$ cat config.mk
export PLATFORM = sky130hd
export DESIGN_NAME = lbg_ctrl
export DESIGN_NICKNAME = d
export VERILOG_FILES = /design/src/rtl/lbg_pkg.sv /design/src/rtl/lbg_ctrl.sv
export VERILOG_INCLUDE_DIRS = /design/src /design/src/rtl
export SDC_FILE = /design/constraint.sdc
export NUM_CORES = 1
export LEC_CHECK = 0
export ABC_AREA = 1
export BUFFER_PORTS_ARGS = -buffer_cell sky130_fd_sc_hd__buf_4
export CORE_MARGIN = 4
export CORE_UTILIZATION = 39
export CTS_CLUSTER_DIAMETER = 150
export DETAILED_ROUTE_END_ITERATION = 8
export MAX_ROUTING_LAYER = met4
export PLACE_DENSITY = 0.73
export SETUP_SLACK_MARGIN = 0.15
export SLEW_MARGIN = 20
export SYNTH_ARGS = -nofsm -noshare
export SYNTH_HDL_FRONTEND = slang
export SYNTH_SLANG_ARGS = --single-unit
$ cat constraint.sdc
create_clock -name i_clk -period 1.2 [get_ports i_clk]
set_clock_uncertainty 0.15 [all_clocks]
set_input_delay 0.24 -clock i_clk [delete_from_list [all_inputs] [get_ports i_clk]]
set_output_delay 0.24 -clock i_clk [all_outputs]
set_load 0.03 [all_outputs]
$ cat src/rtl/liquify_brush_grid_assert.svh
// Assertion macros shared by the liquify brush grid modules.
`ifndef LIQUIFY_BRUSH_GRID_ASSERT_SVH
`define LIQUIFY_BRUSH_GRID_ASSERT_SVH
// Same-edge implication, held off while reset is low.
`define LBG_ASSERT_IMP(label, clk, rst_n, ante, cons) \
    label: assert property (@(posedge clk) disable iff (!rst_n) (ante) |-> (cons)) \
        else $error("lbg: same-cycle check failed");
// Next-edge implication, held off while reset is low.
`define LBG_ASSERT_NXT(label, clk, rst_n, ante, cons) \
    label: assert property (@(posedge clk) disable iff (!rst_n) (ante) |=> (cons)) \
        else $error("lbg: next-cycle check failed");
`endif

$ cat src/rtl/lbg_pkg.sv
// Types, codes and table builders for the liquify brush grid.
package lbg_pkg;

    localparam logic [1:0] CMD_BRUSH = 2'd0;
    localparam logic [1:0] CMD_CLEAR = 2'd1;
    localparam logic [1:0] CMD_READ  = 2'd2;
    localparam logic [1:0] CMD_NOP   = 2'd3;

    localparam logic [2:0] KIND_PUSH  = 3'd0;
    localparam logic [2:0] KIND_PULL  = 3'd1;
    localparam logic [2:0] KIND_PINCH = 3'd2;
    localparam logic [2:0] KIND_BLOAT = 3'd3;
    localparam logic [2:0] KIND_TWIRL = 3'd4;

    localparam int          SINE_QTR = 256;
    localparam logic [63:0] PI_Q30   = 64'd3373259426;

    typedef struct packed {
        logic [1:0]         cmd;
        logic [1:0]         view_slot;
        logic [2:0]         brush_kind;
        logic signed [15:0] center_x;
        logic signed [15:0] center_y;
        logic [14:0]        brush_radius;
        logic signed [15:0] brush_strength;
        logic signed [15:0] push_dx;
        logic signed [15:0] push_dy;
        logic [9:0]         cell_index;
    } t_req;

    typedef struct packed {
        logic signed [23:0] disp_x;
        logic signed [23:0] disp_y;
        logic [10:0]        cells_changed;
        logic               saturated;
    } t_rsp;

    typedef struct packed {
        logic load_item;
        logic start;
        logic init_wr;
        logic clr_wr;
        logic rd_item;
        logic rd_cell;
        logic dist_ld;
        logic sum_ld;
        logic div_ld;
        logic div_step;
        logic g_ld;
        logic w_ld;
        logic ang_ld;
        logic mul_ld;
        logic delta_ld;
        logic cell_wr;
        logic next_cell;
        logic out_load;
    } t_ctl;

    typedef struct packed {
        logic [1:0] cmd;
        logic       slot_ok;
        logic       kind_ok;
        logic       init_last;
        logic       last_cell;
        logic       in_radius;
        logic       div_last;
        logic       out_full;
    } t_sts;

    function automatic logic [16:0] q30_to_q16(input longint s);
        longint t;
        t = (s < 0) ? 64'sd0 : s;
        t = (t + 64'sd8192) >>> 14;
        if (t > 64'sd65536) t = 64'sd65536;
        return 17'(t);
    endfunction

    // exp(-x) as a series for exp(-x/16), then four squarings; b is x/16 in Q30
    function automatic logic [16:0] gauss_entry(input logic [63:0] b);
        logic [63:0] term;
        logic [63:0] s;
        longint      sum;
        term = 64'd1 << 30;
        sum  = longint'(64'd1 << 30);
        for (int k = 1; k <= 10; k++) begin
            term = ((term * b) >> 30) / 64'(k);
            if ((k & 1) != 0) sum = sum - longint'(term);
            else              sum = sum + longint'(term);
        end
        s = 64'(sum);
        for (int k = 0; k < 4; k++) begin
            s = (s * s + (64'd1 << 29)) >> 30;
        end
        return q30_to_q16(longint'(s));
    endfunction

    // quarter-wave sine, Q16
    function automatic logic [16:0] sine_entry(input int i);
        logic [63:0] x;
        logic [63:0] x2;
        logic [63:0] term;
        longint      sum;
        x    = (PI_Q30 * 64'(i)) / 64'(2 * SINE_QTR);
        x2   = (x * x) >> 30;
        term = x;
        sum  = longint'(x);
        for (int k = 1; k <= 12; k++) begin
            term = ((term * x2) >> 30) / 64'((2 * k) * (2 * k + 1));
            if ((k & 1) != 0) sum = sum - longint'(term);
            else              sum = sum + longint'(term);
        end
        return q30_to_q16(sum);
    endfunction

endpackage

$ cat src/rtl/lbg_ctrl.sv
// Sequencer for the liquify brush grid: decodes requests and steps the datapath.
`include "liquify_brush_grid_assert.svh"
module lbg_ctrl (
    input  logic          i_clk,
    input  logic          i_rst_n,
    input  logic          i_req_valid,
    output logic          o_req_ready,
    output lbg_pkg::t_ctl o_ctl,
    input  lbg_pkg::t_sts i_sts
);
    import lbg_pkg::*;

    typedef enum logic [3:0] {
        S_INIT, S_IDLE, S_DECODE, S_CLEAR, S_READ,
        S_BR_DIST, S_BR_SUM, S_BR_TEST, S_BR_DIV, S_BR_GAUSS,
        S_BR_WGT, S_BR_ANG, S_BR_MUL, S_BR_DELTA, S_BR_WR, S_DONE
    } t_state;

    t_state r_state;
    t_state n_state;
    t_ctl   ctl;

    always_ff @(posedge i_clk) begin
        if (!i_rst_n) begin
            r_state <= S_INIT;
        end else begin
            r_state <= n_state;
        end
    end

    always_comb begin
        n_state = r_state;
        ctl     = '0;
        case (r_state)
            S_INIT: begin
                ctl.init_wr = 1'b1;
                if (i_sts.init_last) n_state = S_IDLE;
            end
            S_IDLE: begin
                if (i_req_valid) begin
                    ctl.load_item = 1'b1;
                    n_state       = S_DECODE;
                end
            end
            S_DECODE: begin
                ctl.start = 1'b1;
                if (!i_sts.slot_ok) begin
                    n_state = S_DONE;
                end else begin
                    case (i_sts.cmd)
                        CMD_BRUSH: n_state = i_sts.kind_ok ? S_BR_DIST : S_DONE;
                        CMD_CLEAR: n_state = S_CLEAR;
                        CMD_READ:  n_state = S_READ;
                        default:   n_state = S_DONE;
                    endcase
                end
            end
            S_CLEAR: begin
                ctl.clr_wr    = 1'b1;
                ctl.next_cell = 1'b1;
                if (i_sts.last_cell) n_state = S_DONE;
            end
            S_READ: begin
                ctl.rd_item = 1'b1;
                n_state     = S_DONE;
            end
            S_BR_DIST: begin
                ctl.dist_ld = 1'b1;
                ctl.rd_cell = 1'b1;
                n_state     = S_BR_SUM;
            end
            S_BR_SUM: begin
                ctl.sum_ld = 1'b1;
                n_state    = S_BR_TEST;
            end
            S_BR_TEST: begin
                if (i_sts.in_radius) begin
                    ctl.div_ld = 1'b1;
                    n_state    = S_BR_DIV;
                end else begin
                    ctl.next_cell = 1'b1;
                    n_state       = i_sts.last_cell ? S_DONE : S_BR_DIST;
                end
            end
            S_BR_DIV: begin
                ctl.div_step = 1'b1;
                if (i_sts.div_last) n_state = S_BR_GAUSS;
            end
            S_BR_GAUSS: begin
                ctl.g_ld = 1'b1;
                n_state  = S_BR_WGT;
            end
            S_BR_WGT: begin
                ctl.w_ld = 1'b1;
                n_state  = S_BR_ANG;
            end
            S_BR_ANG: begin
                ctl.ang_ld = 1'b1;
                n_state    = S_BR_MUL;
            end
            S_BR_MUL: begin
                ctl.mul_ld = 1'b1;
                n_state    = S_BR_DELTA;
            end
            S_BR_DELTA: begin
                ctl.delta_ld = 1'b1;
                n_state      = S_BR_WR;
            end
            S_BR_WR: begin
                ctl.cell_wr   = 1'b1;
                ctl.next_cell = 1'b1;
                n_state       = i_sts.last_cell ? S_DONE : S_BR_DIST;
            end
            S_DONE: begin
                if (!i_sts.out_full) begin
                    ctl.out_load = 1'b1;
                    n_state      = S_IDLE;
                end
            end
            default: n_state = S_IDLE;
        endcase
    end

    assign o_ctl       = ctl;
    assign o_req_ready = (r_state == S_IDLE);

    // only cells inside the radius are written back
    `LBG_ASSERT_IMP(a_wr_inside, i_clk, i_rst_n, r_state == S_BR_WR, i_sts.in_radius)
    `LBG_ASSERT_NXT(a_div_ends, i_clk, i_rst_n, (r_state == S_BR_DIV) && i_sts.div_last, r_state == S_BR_GAUSS)
endmodule

==> summary.txt, run 1 <==
Timing
  – Post-GRT worst EP: o_ctl[1]
  – Worst endpoint type: top-level output

Clock network
  – Clk sink count: 4
  – CTS root buf: clkbuf_4
  – Max H-tree Level: 1
  – Clock Path Buffers: 2
  – CTS buffer count: 3

Synthesis
  – Register area share after synthesis: 13.5%
  – Seq cells post-synth: 4
  – Yosys Warn Count: 0
  – Syn Nets: 125
  – Post-Synthesis Mean Instance Area: 5.24 µm²
  – Post-synthesis instance total: 113
  – Post-Syn Area: 592 µm²
  – Post-synthesis cell type count: 21

Floorplan
  – Top Ports: 31
  – DIE WIDTH: 47.0 µm
  – # rows: 13
  – Starting Density: 43.3%
  – Die Y: 47.0 µm

Placed design
  – Area post-placement: 1050 µm²
  – Port Buffers: 30
  – RD Place Congestion: 0.872
  – DP Wirelength: 1810 µm

Global routing
  – Largest net degree at the start of global routing: 8
  – Antenna violations before repair: 0

Status
  – Fail Step: 5_1_grt
  – Status: did not finish
  – Log Error: [ERROR DPL-0033] detailed placement checks failed during check placement.
synth_stat cells (all sizes together):
cell type  number  area, µm²
nor3            3       26.3
nor2           23        101
inv            21       78.8
o21ai           5       28.8
nand2          37        164
nand3           9       50.1
nand4           2       12.5
buf             1       7.51
a21oi           6       30.0
nand3b          1       7.51
clkinv          1       5.00
dfxtp           4       80.1
cells by family after synthesis:
logic type	Yosys count	share of synthesized area, %
buf+inv	23	15.4
flops	4	13.5
compound gates	11	9.94
simple gates	75	61.1
through the flow:
step / setup slack [ns] / cells
4_1_cts: -0.426 / 182
3_5_place_dp: -0.257 / 171
3_3_place_gp: -0.254 / 171
2_1_floorplan: -0.210 / 113
repair_timing:
action	in CTS
resized for setup	28
hold buffers	0
pin swaps	10
buffers inserted	8
endpoints found under the setup margin	23
==> inputs of run 2 (changes only) <==
--- a/config.mk
+++ b/config.mk
@@ -8,13 +8,10 @@
 export LEC_CHECK = 0
 export ABC_AREA = 1
 export BUFFER_PORTS_ARGS = -buffer_cell sky130_fd_sc_hd__buf_4
-export CORE_MARGIN = 4
-export CORE_UTILIZATION = 39
-export CTS_CLUSTER_DIAMETER = 150
+export CORE_AREA = 4 4 65 67
 export DETAILED_ROUTE_END_ITERATION = 8
-export MAX_ROUTING_LAYER = met4
-export PLACE_DENSITY = 0.73
-export SETUP_SLACK_MARGIN = 0.15
+export DIE_AREA = 0 0 69 71
+export PLACE_DENSITY_LB_ADDON = 0.15
 export SLEW_MARGIN = 20
 export SYNTH_ARGS = -nofsm -noshare
 export SYNTH_HDL_FRONTEND = slang
==> constraint.sdc (replaced) <==
create_clock -name i_clk -period 1.6 [get_ports i_clk]
set_clock_uncertainty 0.15 [all_clocks]
set_input_delay 0.32 -clock i_clk [delete_from_list [all_inputs] [get_ports i_clk]]
set_output_delay 0.32 -clock i_clk [all_outputs]
set_load 0.03 [all_outputs]
==> run 2 against run 1 <==
Against the previous run:
- the flow now finishes, with violations (negative setup slack)
- synthesized cell count stayed put
- area after synthesis unchanged
==> summary.txt, run 2 <==
Critical path
  – Endpoint type of the worst setup path: output port
  – CP max FO: 5
  – Crit path buf inv count: 1
  – Setup crit start: r_state[2]
  – Most used cell along the critical path: nand2_2
  – Slowest stage delay, CP: 0.38 ns
  – CP Launch Type: flop
  – Critical path's top delay family: simple AND/OR/NAND/NOR gates
  – R2r startpoint: r_state[1]
  – Crit-path cells: nor2_2 -> nand2_2 -> nand2_2 -> buf_6
  – Crit-path slowest cell: dfxtp_4
  – Critical path class: reg -> out
  – Crit path DAT: 1.21 ns
  – Worst Path Required: 1.13 ns

Clock network
  – CTS root buf: clkbuf_8
  – CTS buffer count: 3
  – Clk sink count: 4
  – Clock Path Buffers: 2
  – CTS tree: yes
  – Clock-pin slew of the registers on the worst-case setup and hold paths: 0.03 ns
  – Worst-Skew Late Latency: 0.21 ns
  – Max H-tree Level: 1

Hold path
  – HP Start: i_rst_n
  – Worst min-delay path category: in -> reg

Synthesis
  – Top-count cell post-synth: nand2_1
  – Most area-consuming cells after synthesis: nand2_1 (18%), dfxtp_1 (14%), nor2_1 (12%)
  – Top FF cell, synth: dfxtp_1
  – Post-synthesis cell type count: 21
  – Post-synth EDFFs: 0
  – Yosys Warn Count: 0
  – Syn Nets: 125
  – Post-synthesis instance total: 113
  – Top-area cell type share of the netlist area: 18.4%
  – Seq cells post-synth: 4
  – Ys async rst share: 0%
  – Register area share after synthesis: 13.5%
  – Post-Syn Area: 592 µm²
  – Post-synth top cells: nand2_1 (29), nor2_1 (19), inv_1 (17), nand3_1 (8), nand2_2 (7)
  – Synth area leader: nand2_1
  – Post-Synthesis Mean Instance Area: 5.24 µm²

Timing
  – Worst-margin pin slew: 0.285 ns
  – Ratio of final minimum period to clock period: 105%
  – Hold Vio Cnt, Final: 0
  – FMAX: 597 MHz
  – Pins Over Slew Limit: 0
  – WHS: 0.241 ns
  – Unrepaired setup endpoints after global routing: yes
  – Final setup TNS: -0.280 ns
  – Setup ws final: -0.0757 ns
  – Endpoints failing setup: 9
  – Crit path time final: 1.68 ns
  – Max_slew headroom: 80.9%

Floorplan
  – Die Y: 71 µm
  – Die area: 4900 µm²
  – Core area: 3630 µm²
  – Starting Density: 16.3%
  – DIE WIDTH: 69 µm
  – Top Ports: 31
  – # rows: 22

Global routing
  – Grt peak-use layer: met2
  – Met2 usage: 18.1%
  – Gr usage total: 9.70%
  – Grt met1 use: 9.72%
  – Grt total ovfl: 0
  – Vias in the first global route: 920
  – Met3 GRT Util: 2.84%
  – First-pass GRT wire length: 3950 µm
  – Antenna violations before repair: 0
  – Largest net degree at the start of global routing: 7

Detailed routing
  – Routed WL: 2560 µm
  – Via count: 921
  – Wire per inst: 11.8 µm
  – Post-route ant nets: 0
  – Initial drt markers: 13
  – Pre-antenna DRT Iters: 4
  – DR DRC count: 0
  – Via/cell ratio: 4.24

Final layout
  – Max FFs per register: 4
  – Most frequent cells in the layout: buf_4 (34), buf_6 (20), nand2_1 (19)
  – # fillers: 385
  – Largest regs: r_state x4
  – Top reg by flops: r_state
  – Commonest non-fill, non-tap cell in the layout: buf_4
  – Net count, final: 183
  – Final Non-Filler Cells: 217
  – Area of the multi-input gates: 612 µm²
  – Final Core Density: 38.2%
  – Layout cells sized above 1: 64.5%
  – # diodes: 0
  – Register area: 95.1 µm²
  – Synth-to-layout area growth: 134%

Pwr
  – Peak VDD IR: 0.000385 V
  – P per Cell Area: 1490 nW/µm²
  – Comb power frac: 77.5%
  – Sequential share of power: 12.5%
  – Sw frac: 52.7%
  – Clock power share: 10.0%
  – Leakage: 0.691 nW
  – Int Power: 0.979 mW
  – Sw power: 1.09 mW

Placed design
  – RD Place Congestion: 0.784
  – DP Wirelength: 1820 µm
  – Port Buffers: 30
  – Pre-CTS setup slack: 0.0169 ns
  – Cells after DPL: 195

Status
  – Failing checks: negative setup slack
  – Status: finished, violations left

Run
  – Max-Cap Viols: 0
-- run 2: cell counts after synthesis --
Identical to the previous run, type by type.
-- run 2: cells by family after synthesis --
| group | after synthesis | synth area share (%) |
|---|---|---|
| and+or+nand+nor | 75 | 61.1 |
| buffers and inverters | 23 | 15.4 |
| AOI/OAI and AO/OA | 11 | 9.94 |
| DFF | 4 | 13.5 |
-- run 2: routing by layer --
metal | vias to the layer above | part of all wire, %
met5 | - | 0
met4 | 0 | 3.7
met3 | 9 | 6.3
met2 | 36 | 55
met1 | 414 | 35
li1 | 462 | -
-- run 2: repair_timing --
action / CTS / global route
gates resized for setup: 42 / 39
setup endpoints to repair: 17 / 23
buffers inserted: 15 / 6
hold buffers: 0 / 0
pin swaps: 8 / 9
-- run 2: cell type report --
type                    count  share of cell area, %
well taps                  48                   4.33
repair buffers             54                   34.6
multi-input cells          86                   44.1
inverters                  22                   7.12
flip-flops and latches      4                   6.85
clock buffers               3                   2.98
-- run 2: path summary, 6_finish.rpt --
check                             endpoint  slack, ns  depth (start not counted)
worst max-delay path              o_ctl[1]      -0.08                          4
worst min-delay path            r_state[1]       0.24                          3
worst max register to register  r_state[0]       0.04                          9
worst min register to register  r_state[0]       0.38                          2
-- run 2: power groups by stage --
stage	Clock, mW	Combinational (mW)	Sequential [mW]
after CTS	0.215	1.31	0.240
after detailed placement	0	1.11	0.197
after global routing	0.221	1.74	0.263
after floorplan	0	0.752	0.187
final	0.206	1.60	0.258
after global placement	0	1.13	0.199
-- run 2: through the flow --
step	instance area (µm²)	total power, mW
after floorplan	602	0.940
after global placement	917	1.33
after detailed placement	917	1.31
after CTS	1200	1.76
after global routing	1390	2.22
final	1390	2.07
-- run 2: worst min-delay path: cells and delay by family --
kind | cells | cell delay (ns)
AO/OA/AOI/OAI | 1 | 0.10
buffers and inverters | 2 | 0.15
No activity file was read; power rests on OpenSTA's default activity.
==> inputs of run 3 (changes only) <==
--- a/config.mk
+++ b/config.mk
@@ -6,7 +6,6 @@
 export SDC_FILE = /design/constraint.sdc
 export NUM_CORES = 1
 export LEC_CHECK = 0
-export ABC_AREA = 1
 export BUFFER_PORTS_ARGS = -buffer_cell sky130_fd_sc_hd__buf_4
 export CORE_AREA = 4 4 65 67
 export DETAILED_ROUTE_END_ITERATION = 8
==> run 3 against run 2 <==
Against the previous run:
- the run still ends with negative setup slack left
- wire length increased by 2.1%
- worst setup slack lost 0.082 ns
- core utilization is 3.3 points higher
- largest cell class unchanged
- area after synthesis rose by 1.1%
==> summary.txt, run 3 <==
Final layout
  – Net count, final: 164
  – Final Non-Filler Cells: 198
  – Commonest non-fill, non-tap cell in the layout: buf_4
  – # diodes: 0
  – Synth-to-layout area growth: 152%
  – Largest regs: r_state x4
  – Max FFs per register: 4
  – Most frequent cells in the layout: buf_4 (32), buf_6 (29), nor2_4 (10)
  – Top reg by flops: r_state
  – Layout cells sized above 1: 72.7%

Synthesis
  – Top-count cell post-synth: nor2_1
  – Top FF cell, synth: dfxtp_1
  – Register area share after synthesis: 13.4%
  – Post-synth EDFFs: 0
  – Syn Nets: 104
  – Post-Syn Area: 598 µm²
  – Ys async rst share: 0%
  – Post-synth top cells: nor2_1 (16), nand2_1 (10), nor3_1 (7), inv_1 (5), nand3_1 (5)
  – Post-Synthesis Mean Instance Area: 6.50 µm²
  – Yosys Warn Count: 0
  – Post-synthesis cell type count: 37
  – Synth area leader: dfxtp_1
  – Most area-consuming cells after synthesis: dfxtp_1 (13%), nor2_1 (10%), nand2_1 (6.3%)
  – Top-area cell type share of the netlist area: 13.4%
  – Seq cells post-synth: 4
  – Post-synthesis instance total: 92

Floorplan
  – # rows: 22
  – Die area: 4900 µm²
  – Top Ports: 31
  – DIE WIDTH: 69 µm
  – Starting Density: 16.5%
  – Core area: 3630 µm²
  – Die Y: 71 µm

Timing
  – Pins Over Slew Limit: 0
  – Max_slew headroom: 70.6%
  – WHS: 0.227 ns
  – Ratio of final minimum period to clock period: 110%
  – FMAX: 569 MHz
  – Unrepaired setup endpoints after global routing: yes
  – Hold Vio Cnt, Final: 0
  – Endpoints failing setup: 23
  – Crit path time final: 1.76 ns
  – Setup ws final: -0.158 ns
  – Worst-margin pin slew: 0.436 ns

Critical path
  – Critical path's top delay family: simple AND/OR/NAND/NOR gates
  – Crit path DAT: 1.29 ns
  – Worst R2R Path Depth: 7
  – Worst reg-to-reg setup slack: -0.08 ns
  – CP Launch Type: flop
  – Worst path depth: 4
  – Setup crit start: r_state[0]
  – CP max FO: 5
  – Worst setup endpoint: o_ctl[15]
  – Reg-to-reg critical path endpoint: r_state[3]
  – Slowest stage delay, CP: 0.35 ns
  – Most used cell along the critical path: buf_6
  – R2r startpoint: r_state[0]
  – Crit-path cells: buf_6 -> or2_4 -> nor3_4 -> buf_6
  – Critical path class: reg -> out
  – Crit path buf inv count: 2
  – Crit-path slowest cell: dfxtp_4
  – Worst Path Required: 1.13 ns
  – Endpoint type of the worst setup path: output port

Clock network
  – CTS tree: yes
  – Clock Path Buffers: 2
  – CTS buffer count: 3
  – CTS root buf: clkbuf_8
  – Clock-pin slew of the registers on the worst-case setup and hold paths: 0.03 ns
  – Max H-tree Level: 1
  – Clk sink count: 4
  – Worst-Skew Late Latency: 0.22 ns

Global routing
  – Antenna violations before repair: 0
  – First-pass GRT wire length: 4490 µm
  – Largest net degree at the start of global routing: 10
  – Vias in the first global route: 903
  – Gr usage total: 11.1%
  – Grt total ovfl: 0

Run
  – Max-Cap Viols: 0

Placed design
  – RD Place Congestion: 0.804
  – Port Buffers: 30
  – Cells after DPL: 183
  – DP Wirelength: 1940 µm

Detailed routing
  – Via/cell ratio: 4.49
  – Wire per inst: 13.2 µm
  – DR DRC count: 0
  – Initial drt markers: 29
  – Via count: 889
  – Routed WL: 2610 µm
  – Pre-antenna DRT Iters: 4
  – Post-route ant nets: 0

Pwr
  – Peak VDD IR: 0.000208 V
  – Leakage: 0.619 nW
  – P per Cell Area: 559 nW/µm²

Status
  – Failing checks: negative setup slack
  – Status: finished, violations left

Hold path
  – Hold Path Cell Cnt: 3
  – Worst min-delay path category: in -> reg
-- run 3: cell count changes in the layout (fill, tap and decap cells not counted), sizes merged, moves of 4 or more --
| cell | change |
|---|---|
| nor2 | -6 |
| nand3 | -4 |
| inv | -15 |
| buf | +9 |
| nand2 | -27 |
| nor3 | +4 |
-- run 3: timing repair --
action / 4_1_cts / 5_1_grt
cloned: 1 / 0
pin swaps: 10 / 6
gates resized for setup: 42 / 28
setup endpoints to repair: 23 / 23
buffers inserted: 5 / 6
hold buffers: 0 / 0
-- run 3: logic make-up (layout without fill, tap and decap cells) --
family	count (synthesis)	count (layout)	share of synthesized area [%]
buffers and inverters	14	72	11.7
AO/OA/AOI/OAI	21	21	29.7
multiplexers	1	1	1.67
flip-flops	4	4	13.4
AND/OR/NAND/NOR	52	52	43.5
-- run 3: final cells by class --
cell class                      count  area, µm²
Fill cell                         383       2130
Multi-Input combinational cell     74        687
Timing Repair Buffer               63        597
Sequential cell                     4       95.1
Tap cell                           48       60.1
Clock buffer                        3       41.3
Inverter                            6       27.5
-- run 3: how the worst min path moves through the flow --
stage | to | startpoint
after floorplan | r_state[1] | i_rst_n
after global placement | r_state[2] | r_state[1]
after detailed placement | r_state[1] | i_rst_n
after CTS | r_state[1] | i_rst_n
after global routing | r_state[1] | i_rst_n
final | r_state[1] | i_rst_n
-- run 3: metrics by stage --
step	area [µm²]	power, mW	setup TNS, ns	util [%]	setup slack, ns
2_1_floorplan	762	0.376	-0.328	-	-0.0646
3_3_place_gp	1100	0.495	-0.396	30.3	-0.131
3_5_place_dp	1100	0.490	-0.255	30.3	-0.0874
4_1_cts	1340	0.814	-1.83	37.0	-0.170
5_1_grt	1510	0.893	-2.70	41.5	-0.203
6_report	1510	0.843	-1.52	41.5	-0.158
-- run 3: tightest hold or removal path: stages --
cell and delay [ns]:
buf_4 0.10, nand3_1 0.08, o41ai_2 0.06
-- run 3: where the power goes --
group / internal (mW) / switching (mW)
clock: 0.161 / 0.0586
combinational: 0.245 / 0.260
sequential: 0.107 / 0.0122
total: 0.513 / 0.330
-- run 3: layer usage --
layer / part of all wire (%) / track usage, % / vias to the layer above
met5: 0 / 0 / -
met1: 44 / 14.6 / 412
met4: 0.84 / 3.25 / 0
met2: 49 / 17.9 / 26
met3: 5.8 / 2.84 / 2
li1: - / - / 449
==> inputs of run 4 (changes only) <==
--- a/config.mk
+++ b/config.mk
@@ -11,6 +11,7 @@
 export DETAILED_ROUTE_END_ITERATION = 8
 export DIE_AREA = 0 0 69 71
 export PLACE_DENSITY_LB_ADDON = 0.15
+export SETUP_SLACK_MARGIN = 0.4
 export SLEW_MARGIN = 20
 export SYNTH_ARGS = -nofsm -noshare
 export SYNTH_HDL_FRONTEND = slang
==> run 4 against run 3 <==
Against the previous run:
- the flow still finishes with violations (negative setup slack)
- via count rose by 5.1%
- cell area increased by 5.1%
- sequential cell count did not move
- fmax up 1.1%
- die area did not move
- global-route usage is 0.65 points lower
- hold slack improved by 0.018 ns
- power up 1.8%
- sequential share of layout area shrank 0.62 points
- sequential power is essentially flat
- critical path depth unchanged
- largest power group unchanged
==> summary.txt, run 4 (same netlist as run 3, synthesis figures left out) <==
Critical path
  – Critical path class: reg -> out
  – Worst R2R Path Depth: 6
  – Worst Path Required: 1.13 ns
  – CP max FO: 7
  – Crit path DAT: 1.27 ns
  – Worst reg-to-reg setup slack: -0.12 ns
  – Reg-to-reg critical path endpoint: r_state[3]
  – R2r startpoint: r_state[2]
  – Endpoint type of the worst setup path: output port
  – CP Launch Type: flop

Pwr
  – Peak VDD IR: 0.000242 V
  – Leakage: 0.649 nW
  – Pwr Total: 0.859 mW
  – P per Cell Area: 542 nW/µm²

Floorplan
  – Core area: 3630 µm²
  – Die Y: 71 µm
  – DIE WIDTH: 69 µm
  – Top Ports: 31
  – Starting Density: 16.5%
  – # rows: 22
  – Die area: 4900 µm²

Final layout
  – Area of the multi-input gates: 719 µm²
  – Final Core Density: 43.6%
  – Commonest non-fill, non-tap cell in the layout: buf_4
  – Synth-to-layout area growth: 165%
  – Max FFs per register: 4
  – Layout cells sized above 1: 76.8%
  – Most frequent cells in the layout: buf_4 (41), buf_6 (23), nor2_4 (11)
  – Finished layout cell area: 1580 µm²
  – # diodes: 0
  – Largest regs: r_state x4
  – # fillers: 357
  – Net count, final: 169
  – Top reg by flops: r_state
  – Register area: 90.1 µm²

Detailed routing
  – Post-route ant nets: 0
  – Routed WL: 2710 µm
  – Via/cell ratio: 4.60
  – Wire per inst: 13.3 µm
  – DR DRC count: 0
  – Pre-antenna DRT Iters: 4
  – Via count: 934
  – Initial drt markers: 35

Clock network
  – Worst-Skew Late Latency: 0.22 ns
  – Max H-tree Level: 1
  – CTS tree: yes
  – Clock-pin slew of the registers on the worst-case setup and hold paths: 0.03 ns
  – CTS root buf: clkbuf_8
  – Clk sink count: 4
  – Clock Path Buffers: 2
  – # hold bufs at CTS: 0
  – CTS buffer count: 3

Global routing
  – Antenna violations before repair: 0
  – Gr usage total: 10.5%
  – Grt total ovfl: 0
  – First-pass GRT wire length: 4310 µm
  – Vias in the first global route: 932
  – Largest net degree at the start of global routing: 8

Placed design
  – Port Buffers: 30
  – Area post-placement: 1230 µm²
  – DP Wirelength: 2020 µm
  – RD Place Congestion: 0.796

Timing
  – WHS: 0.245 ns
  – Ratio of final minimum period to clock period: 109%
  – Pins Over Slew Limit: 0
  – Max_slew headroom: 78.1%
  – Final setup TNS: -2.02 ns
  – Worst-margin pin slew: 0.324 ns
  – FMAX: 575 MHz
  – Setup ws final: -0.139 ns
  – Unrepaired setup endpoints after global routing: yes
  – Hold Vio Cnt, Final: 0
  – Crit path time final: 1.74 ns
  – Endpoints failing setup: 23

Status
  – Failing checks: negative setup slack
  – Status: finished, violations left

Hold path
  – Hold Path Cell Cnt: 3
  – Worst min-delay path category: in -> reg
  – HP Start: i_rst_n
  – Hold EP: r_state[1]

Run
  – Max-Cap Viols: 0
[run 4: changes by cell type in the layout (fill, tap and decap cells not counted), sizes merged]
| cell | delta |
|---|---|
| buf | +5 |
| clkinvlp | +1 |
| inv | -1 |
[run 4: repair_timing]
item	4_1_cts	5_1_grt
endpoints found under the hold margin	0	0
pin swaps	16	2
resized for setup	38	10
endpoints found under the setup margin	23	23
setup buffers	13	0
[run 4: worst max path at each step]
stage / startpoint / endpoint / slack (ns) / cells after the start
detailed placement: r_state[0] / r_state[1] / -0.14 / 7
finish: r_state[0] / o_ctl[15] / -0.14 / 4
CTS: r_state[0] / o_ctl[15] / -0.14 / 4
global route: r_state[0] / o_ctl[15] / -0.18 / 4
floorplan: r_state[1] / o_ctl[17] / -0.06 / 4
global placement: r_state[1] / r_state[0] / -0.13 / 5
[run 4: per-stage QoR]
| stage | instances | setup slack, ns |
|---|---|---|
| floorplan | 92 | -0.0645 |
| global route | 203 | -0.183 |
| CTS | 203 | -0.139 |
| finish | 203 | -0.139 |
| detailed placement | 187 | -0.139 |
| global placement | 187 | -0.126 |
[run 4: worst max-delay path, cell delays in order, from the launching register on]
cell and delay, ns:
dfxtp_2 0.32, buf_6 0.15, or2_4 0.27, nor3_4 0.15
buf_6 0.16
[run 4: metal layers]
layer | share of wire [%] | wire length (µm) | track usage [%] | vias to the layer above
li1 | - | - | - | 455
met1 | 38 | 1030 | 12.2 | 439
met2 | 55 | 1500 | 19.8 | 34
met3 | 4.9 | 132 | 1.70 | 6
met4 | 1.6 | 42 | 2.60 | 0
met5 | 0 | 0 | 0 | -
[run 4: cell type report]
type	instances	area share, %
timing repair buffer	68	40.5
tap	48	3.79
clock buffer	3	2.61
sequential	4	5.69
inverter	6	1.97
multi-input combinational	74	45.4
[run 4: power by group]
group / switching (mW) / internal, mW
clock: 0.0499 / 0.160
sequential: 0.00932 / 0.107
combinational: 0.266 / 0.267
